`config.mk`:
```
export PLATFORM = sky130hd
export DESIGN_NAME = arm_mode_bank_exception_unit
export DESIGN_NICKNAME = d
export VERILOG_FILES = /design/src/sv/ambe_pkg.sv /design/src/sv/arm_mode_bank_exception_unit.sv
export SDC_FILE = /design/constraint.sdc
export NUM_CORES = 2
export LEC_CHECK = 0
export CORE_MARGIN = 8
export CORE_UTILIZATION = 30
export CTS_BUF_LIST = sky130_fd_sc_hd__clkbuf_2
export CTS_CLUSTER_DIAMETER = 100
export DETAILED_ROUTE_END_ITERATION = 8
export DONT_BUFFER_PORTS = 1
export GPL_TIMING_DRIVEN = 0
export PLACE_DENSITY_LB_ADDON = 0.12
export SLEW_MARGIN = 20
export SYNTH_ARGS = -nofsm -noshare
export SYNTH_HDL_FRONTEND = slang
export SYNTH_SLANG_ARGS = --single-unit
```
`constraint.sdc`:
```
create_clock -name clk -period 3.9 [get_ports clk]
set_input_delay 0 -clock clk [delete_from_list [all_inputs] [get_ports clk]]
set_output_delay 0 -clock clk [all_outputs]
set_load 0.02 [all_outputs]
```
`src/sv/ambe_pkg.sv`:
```
// package for the arm mode bank exception unit
// item structs, command and mode codes, condition evaluation; no dependencies
package ambe_pkg;

  typedef enum logic [3:0] {
    CMD_RD_REG  = 4'd0,
    CMD_WR_REG  = 4'd1,
    CMD_RD_CPSR = 4'd2,
    CMD_WR_CPSR = 4'd3,
    CMD_RD_SPSR = 4'd4,
    CMD_WR_SPSR = 4'd5,
    CMD_RAISE   = 4'd6,
    CMD_RETURN  = 4'd7,
    CMD_COND    = 4'd8
  } cmd_t;

  localparam logic [4:0] MODE_USER = 5'h10;
  localparam logic [4:0] MODE_FIQ  = 5'h11;
  localparam logic [4:0] MODE_IRQ  = 5'h12;
  localparam logic [4:0] MODE_SVC  = 5'h13;
  localparam logic [4:0] MODE_ABT  = 5'h17;
  localparam logic [4:0] MODE_UND  = 5'h1B;
  localparam logic [4:0] MODE_SYS  = 5'h1F;

  localparam int BIT_T = 5;
  localparam int BIT_F = 6;
  localparam int BIT_I = 7;

  localparam logic [31:0] CPSR_RESET = 32'h0000_00D3;
  localparam logic [31:0] USER_WMASK = 32'hFFFF_FF00;

  localparam logic [1:0] ADDR_LEGACY = 2'd0;

  typedef struct packed {
    logic [3:0]  command;
    logic [3:0]  reg_index;
    logic [31:0] write_data;
    logic [2:0]  exception_kind;
    logic [31:0] instr_address;
    logic [3:0]  cond_code;
  } in_item_t;

  typedef struct packed {
    logic [31:0] read_data;
    logic [31:0] status_out;
    logic        cond_pass;
    logic        mode_invalid;
  } out_item_t;

  // bank slot of a mode: 0 user/system, 1..5 exception modes, valid flag
  function automatic logic [3:0] mode_slot(input logic [4:0] m);
    logic [3:0] r;
    begin
      unique case (m)
        MODE_USER, MODE_SYS: r = {1'b1, 3'd0};
        MODE_FIQ: r = {1'b1, 3'd1};
        MODE_IRQ: r = {1'b1, 3'd2};
        MODE_SVC: r = {1'b1, 3'd3};
        MODE_ABT: r = {1'b1, 3'd4};
        MODE_UND: r = {1'b1, 3'd5};
        default:  r = {1'b0, 3'd0};
      endcase
      return r;
    end
  endfunction

  function automatic logic cond_holds(input logic [3:0] c, input logic [3:0] f);
    logic n, z, cy, v, r;
    begin
      n = f[3]; z = f[2]; cy = f[1]; v = f[0];
      unique case (c)
        4'h0: r = z;
        4'h1: r = !z;
        4'h2: r = cy;
        4'h3: r = !cy;
        4'h4: r = n;
        4'h5: r = !n;
        4'h6: r = v;
        4'h7: r = !v;
        4'h8: r = cy && !z;
        4'h9: r = !cy || z;
        4'hA: r = n == v;
        4'hB: r = n != v;
        4'hC: r = !z && (n == v);
        4'hD: r = z || (n != v);
        4'hE: r = 1'b1;
        default: r = 1'b0;
      endcase
      return r;
    end
  endfunction

endpackage

```
`src/sv/arm_mode_bank_exception_unit.sv`:
```
// arm mode bank exception unit: banked register file, cpsr/spsr, exception entry
// depends on ambe_pkg
//
// One item per clock: each command is done by one pass of logic from the state
// registers into a result register, and bank swaps move R8-R14 in parallel, so a
// new item is taken every cycle while the result register is free or being taken.
// An item's result is registered and appears in the cycle after it is accepted.
// Legacy test mode is the only configuration register, at byte address 0.
module arm_mode_bank_exception_unit (
  input  logic                clk,
  input  logic                rst,
  input  logic                in_valid,
  output logic                in_stall,
  input  ambe_pkg::in_item_t  in_item,
  output logic                out_valid,
  input  logic                out_stall,
  output ambe_pkg::out_item_t out_item,
  input  logic                psel,
  input  logic                penable,
  input  logic                pwrite,
  input  logic [1:0]          paddr,
  input  logic [31:0]         pwdata,
  output logic [31:0]         prdata,
  output logic                pready
);
  import ambe_pkg::*;

  logic [31:0] regs [16];
  logic [31:0] stack_bank [6];
  logic [31:0] link_bank [6];
  logic [31:0] fiq_high [5];
  logic [31:0] user_high [5];
  logic [31:0] spsr [6];
  logic [31:0] cpsr;
  logic        legacy;

  logic [31:0] regs_next [16];
  logic [31:0] stack_next [6];
  logic [31:0] link_next [6];
  logic [31:0] fiq_next [5];
  logic [31:0] user_next [5];
  logic [31:0] spsr_next [6];
  logic [31:0] cpsr_next;
  out_item_t   res_next;

  logic accept;
  assign in_stall = out_valid && out_stall;
  assign accept   = in_valid && !in_stall;
  assign pready   = 1'b1;
  assign prdata   = (paddr == ADDR_LEGACY) ? {31'd0, legacy} : 32'd0;

  always_comb begin
    logic [3:0]  cur_slot, s2, t2;
    logic [31:0] v, ret, vec, step, prev;
    logic [4:0]  tgt, newm, oldm;
    logic        do_mode, ok;
    logic [2:0]  ob, nb;
    for (int i = 0; i < 16; i++) regs_next[i] = regs[i];
    for (int i = 0; i < 6; i++) begin
      stack_next[i] = stack_bank[i];
      link_next[i]  = link_bank[i];
      spsr_next[i]  = spsr[i];
    end
    for (int i = 0; i < 5; i++) begin
      fiq_next[i]  = fiq_high[i];
      user_next[i] = user_high[i];
    end
    cpsr_next = cpsr;
    res_next  = '0;
    cur_slot  = mode_slot(cpsr[4:0]);
    v = 32'd0; ret = 32'd0; vec = 32'd0; prev = cpsr;
    tgt = MODE_USER; newm = cpsr[4:0]; do_mode = 1'b0; ok = 1'b0;
    step = cpsr[BIT_T] ? 32'd2 : 32'd4;
    unique case (in_item.exception_kind)
      3'd0: begin tgt = MODE_UND; vec = 32'h04; ret = in_item.instr_address + step; ok = 1'b1; end
      3'd1: begin tgt = MODE_SVC; vec = 32'h08; ret = in_item.instr_address + step; ok = 1'b1; end
      3'd2: begin tgt = MODE_ABT; vec = 32'h0C; ret = in_item.instr_address + 32'd4; ok = 1'b1; end
      3'd3: begin tgt = MODE_ABT; vec = 32'h10; ret = in_item.instr_address + 32'd8; ok = 1'b1; end
      3'd4: begin tgt = MODE_IRQ; vec = 32'h18; ret = in_item.instr_address + 32'd4; ok = 1'b1; end
      3'd5: begin tgt = MODE_FIQ; vec = 32'h1C; ret = in_item.instr_address + 32'd4; ok = 1'b1; end
      default: ok = 1'b0;
    endcase
    if (legacy) begin
      if (in_item.exception_kind == 3'd1) vec = 32'h10;
      if (in_item.exception_kind <= 3'd1) ret = in_item.instr_address;
    end
    // final cpsr value and mode change, decided before the bank swap
    unique case (in_item.command)
      CMD_RD_REG:  res_next.read_data = regs[in_item.reg_index];
      CMD_WR_REG:  regs_next[in_item.reg_index] = in_item.write_data;
      CMD_RD_CPSR: res_next.read_data = cpsr;
      CMD_WR_CPSR: begin
        v = in_item.write_data | 32'h10;
        if (cpsr[4:0] == MODE_USER) cpsr_next = (cpsr & ~USER_WMASK) | (v & USER_WMASK);
        else begin cpsr_next = v; newm = v[4:0]; do_mode = 1'b1; end
      end
      CMD_RD_SPSR: res_next.read_data = (cur_slot[3] && cur_slot[2:0] != 3'd0) ?
                                        spsr[cur_slot[2:0]] : cpsr;
      CMD_WR_SPSR: if (cur_slot[3] && cur_slot[2:0] != 3'd0)
                     spsr_next[cur_slot[2:0]] = in_item.write_data;
      CMD_RAISE: if (ok) begin
        newm = tgt; do_mode = 1'b1;
        cpsr_next = {cpsr[31:8], 1'b1, (tgt == MODE_FIQ) ? 1'b1 : cpsr[BIT_F], 1'b0, tgt};
      end
      CMD_RETURN: if (cur_slot[3] && cur_slot[2:0] != 3'd0) begin
        cpsr_next = spsr[cur_slot[2:0]]; newm = cpsr_next[4:0]; do_mode = 1'b1;
      end
      CMD_COND: res_next.cond_pass = cond_holds(in_item.cond_code, cpsr[31:28]);
      default: ;
    endcase
    oldm = cpsr[4:0];
    s2 = mode_slot(oldm); t2 = mode_slot(newm);
    ob = s2[2:0]; nb = t2[2:0];
    if (do_mode && oldm != newm) begin
      stack_next[ob] = regs[13];
      link_next[ob]  = regs[14];
      for (int i = 0; i < 5; i++) begin
        if (oldm == MODE_FIQ) fiq_next[i] = regs[8 + i];
        else user_next[i] = regs[8 + i];
      end
      regs_next[13] = stack_next[nb];
      regs_next[14] = link_next[nb];
      for (int i = 0; i < 5; i++)
        regs_next[8 + i] = (newm == MODE_FIQ) ? fiq_next[i] : user_next[i];
    end
    if (in_item.command == CMD_RAISE && ok) begin
      spsr_next[nb] = prev;
      regs_next[14] = ret;
      regs_next[15] = legacy ? vec - 32'd4 : vec;
    end
    res_next.status_out   = cpsr_next;
    // newm always carries the mode bits of cpsr_next
    res_next.mode_invalid = !t2[3];
  end

  always_ff @(posedge clk) begin
    if (rst) begin
      for (int i = 0; i < 16; i++) regs[i] <= '0;
      for (int i = 0; i < 6; i++) begin
        stack_bank[i] <= '0; link_bank[i] <= '0; spsr[i] <= '0;
      end
      for (int i = 0; i < 5; i++) begin
        fiq_high[i] <= '0; user_high[i] <= '0;
      end
      cpsr      <= CPSR_RESET;
      legacy    <= 1'b0;
      out_valid <= 1'b0;
    end else begin
      if (psel && penable && pwrite && paddr == ADDR_LEGACY) legacy <= pwdata[0];
      if (accept) begin
        regs <= regs_next; stack_bank <= stack_next; link_bank <= link_next;
        fiq_high <= fiq_next; user_high <= user_next; spsr <= spsr_next;
        cpsr <= cpsr_next;
        out_valid <= 1'b1;
      end else if (!out_stall) begin
        out_valid <= 1'b0;
      end
    end
  end

  always_ff @(posedge clk) begin
    if (accept) out_item <= res_next;
  end

`ifndef ASSERT_OFF
  a_status_tracks: assert property (@(posedge clk) disable iff (rst)
    out_valid |-> out_item.status_out == cpsr) else $error("status_out differs from cpsr");
  a_result_held: assert property (@(posedge clk) disable iff (rst)
    (out_valid && out_stall) |=> out_valid && $stable(out_item))
    else $error("stalled result changed");
  a_no_accept_stalled: assert property (@(posedge clk) disable iff (rst)
    (out_valid && out_stall) |-> !accept) else $error("item taken while result stalled");
  a_cond_only_cmd: assert property (@(posedge clk) disable iff (rst)
    accept && in_item.command != CMD_COND |=> !out_item.cond_pass)
    else $error("cond_pass set for other command");
`endif
endmodule

```
==> out/metrics.yaml <==
p_sw_frac: 0.371
crit_family: "buffers and inverters"
drv_cap: 0
period_share: 1.05
worstSetupPathType: "input port to flip-flop"
fill_cells: 24200
rsz0062_at_grt: "yes"
yosys.area.top_type: "dfxtp_1"
cts_buffer_depth: 4
tightest_slew_ns: 1.38
wl_per_cell_um: 33.8
required_ns: 5.82
min_path_type: "input port to output port"
synth_common_cells: "nand2_1, dfxtp_1, a21oi_1, clkbuf_1, nor2_1"
p_clk_frac: 0.335
clk_latency_ns: 2.02
io_buffers: 0
p_int_mw: 22.1
critPathMaxStageDelay_ns: 0.70
p_comb_frac: 0.220
dpl.hpwl_mm: 317
ys_warn_count: 0
path_cells: "dlygate4sd3_1 > dlygate4sd3_1 > and2b_1 > dlygate4sd3_1 > o21ai_1 > dlygate4sd3_1 > a221o_1 > a2111oi_4 > or2_4 > buf_4 > or2_1 > clkbuf_4 > clkbuf_4 > o211ai_1 > nand4b_1 > o2111a_1"
cts_buffers: 423
routed_via_density: 6.10
multi_input_area_um2: 37400
cts_tree: "yes"
core_um2: 232000
die_w_um: 499
syn2layout_area_growth_pct: 23.5
grt_usage: 0.329
nets: 9688
avgSynthCellArea_um2: 8.10
clk_pin_slew_ns: 0.09
gr-total-overflow: 0
p_per_area_nw_per_um2: 407
fmax_mhz: 243
seq_area_frac_synth: 0.431
async_reset_ff_frac: 0
critPathMostFrequentCell: "dlygate4sd3_1"
setup_slack_ns: -0.209
cp_slowest_cell: "dlygate4sd3_1"
p_switching_mw: 13.1
place_congestion: 1.02
startpoint_type: "input port"
slew_headroom: 0.0824
maxSlewViolCount: 0
fp.dieH_um: 499
grt_pass1_vias: 73300
syn_inst: 8647
ir_worst_vdd_mv: 0.392
grt_pass1_wl_mm: 588
yosys-top-cells-area: "dfxtp_1, nand2_1, a21oi_1, mux4_2, clkbuf_1"
outcome: "finished with violations"
power_frac_seq: 0.445
violations: "setup timing"
setup_viol: 228
rows: 177
cp_max_fo: 10
fin_hold_ws_ns: 0.0945
h-tree-depth: 5
hold_viol_final: 0
drive_gt1_frac: 0.178
synth_cell_type_count: 103
synth.ff_latch_count: 1476
synth_top_flop_cell: "dfxtp_1"
cts.sinks: 1476
finClkSkew_ns: 0.175
fin_crit_ns: 4.11
vias: 78800
drtAntennaViolNets: 0
leakage_nw: 29.5
place_ws_ns: -2.44
drt_iter0_markers: 11300
wl_mm: 436
synth_area_um2: 70100
clock_tree.root_cell: "clkbuf_2"
cp_num_buf_inv: 7
crit_arrival_ns: 6.03
dieArea_um2: 249000
regArea_um2: 30200
antenna_found_initial: 75
cp-end-kind: "flip-flop"
drc_errors: 0
synth_edf_count: 66
synth_top_area_frac: 0.403
ios: 221
grt_max_degree: 55
synth.most_common_cell: "nand2_1"
start_util: 0.302
firstDrtPassIters: 9
==> sequential cells by signal (all words and copies together) (netlist names), 32 cells and up <==
| name | cells |
|---|---|
| fiq_high | 160 |
| out_item | 66 |
| cpsr | 32 |
| regs | 512 |
| user_high | 160 |
| stack_bank | 192 |
| spsr | 160 |
| link_bank | 192 |
==> per-layer routing <==
| layer | GRT usage | up-vias | share of wire |
|---|---|---|---|
| li1 | - | 33200 | - |
| met1 | 0.410 | 38900 | 0.39 |
| met2 | 0.485 | 5414 | 0.42 |
| met3 | 0.113 | 1267 | 0.12 |
| met4 | 0.203 | 38 | 0.070 |
| met5 | 0 | - | 0.00065 |
==> what timing repair did <==
item / 4_1_cts / 5_1_grt
pin swaps: 42 / 60
endpoints found under the hold margin: 1488 / 0
hold buffers: 304 / 0
endpoints found under the setup margin: 1212 / 1042
gates cloned: 3 / 13
gates resized for setup: 609 / 576
buffers inserted: 61 / 48
==> logic make-up after synthesis <==
kind of cell	count (synthesis)	synth area share
AOI/OAI and AO/OA	2785	0.255
xor gates and xnor gates	13	0.00163
adders and majority gates	7	0.00136
buffers and inverters	1094	0.0637
DFF	1476	0.431
muxes	320	0.0743
other	2	0.000107
and+or+nand+nor	2950	0.172
==> cell type report <==
class                   instances  share of cell area
multi-input cells            6108               0.433
flip-flops and latches       1476               0.349
plain buffers                1008              0.0671
repair buffers                469              0.0618
well taps                    3043              0.0440
clock buffers                 618              0.0357
clock inverters                82             0.00497
inverters                      75             0.00332
diodes                         41             0.00119
==> power groups by stage <==
stage / clock network [mW] / logic [mW] / registers, mW
4_1_cts: 11.9 / 6.90 / 15.6
3_5_place_dp: 0 / 5.99 / 16.0
5_1_grt: 12.7 / 7.76 / 15.7
2_1_floorplan: 0 / 3.04 / 15.9
6_report: 11.8 / 7.74 / 15.7
3_3_place_gp: 0 / 5.85 / 16.0
==> cells in the final DEF (no fill, tap or decap), drive strengths merged, types with 51 or more instances in the layout <==
cell type       n
nor2          508
o22ai         292
clkbuf       1373
mux2i         158
mux4          160
o21ai         287
buf           424
o32a           51
edfxtp         66
nor3           64
a222oi         80
clkinv         75
dlygate4sd3   295
a21oi        1262
a211oi        101
inv            75
a41o           66
dfxtp        1410
o221ai        188
nand2        2017
a31oi         113
nand3         103
==> through the flow <==
stage / cells / TNS [ns] / area [um^2] / total power, mW / util
final: 12900 / -7.62 / 86500 / 35.2 / 0.373
after CTS: 12800 / -0.0656 / 84300 / 34.4 / 0.363
after global placement: 11700 / -2306.55 / 74000 / 21.8 / 0.318
after global routing: 12900 / -1.78 / 86500 / 36.1 / 0.372
after detailed placement: 11800 / -1725.46 / 75000 / 22.0 / 0.323
after floorplan: 8677 / 0 / 70200 / 18.9 / -
==> worst paths after layout <==
| kind | start | to | slack, ns | cells past startpoint |
|---|---|---|---|---|
| setup / recovery | in_item[76] | regs[58] | -0.21 | 16 |
| setup reg to reg | cpsr[3] | regs[58] | -0.15 | 19 |
| hold reg to reg | regs[101] | fiq_high[5] | 0.42 | 2 |
| hold / removal | paddr[0] | prdata[0] | 0.09 | 1 |
(Power assumes the default switching activity.)
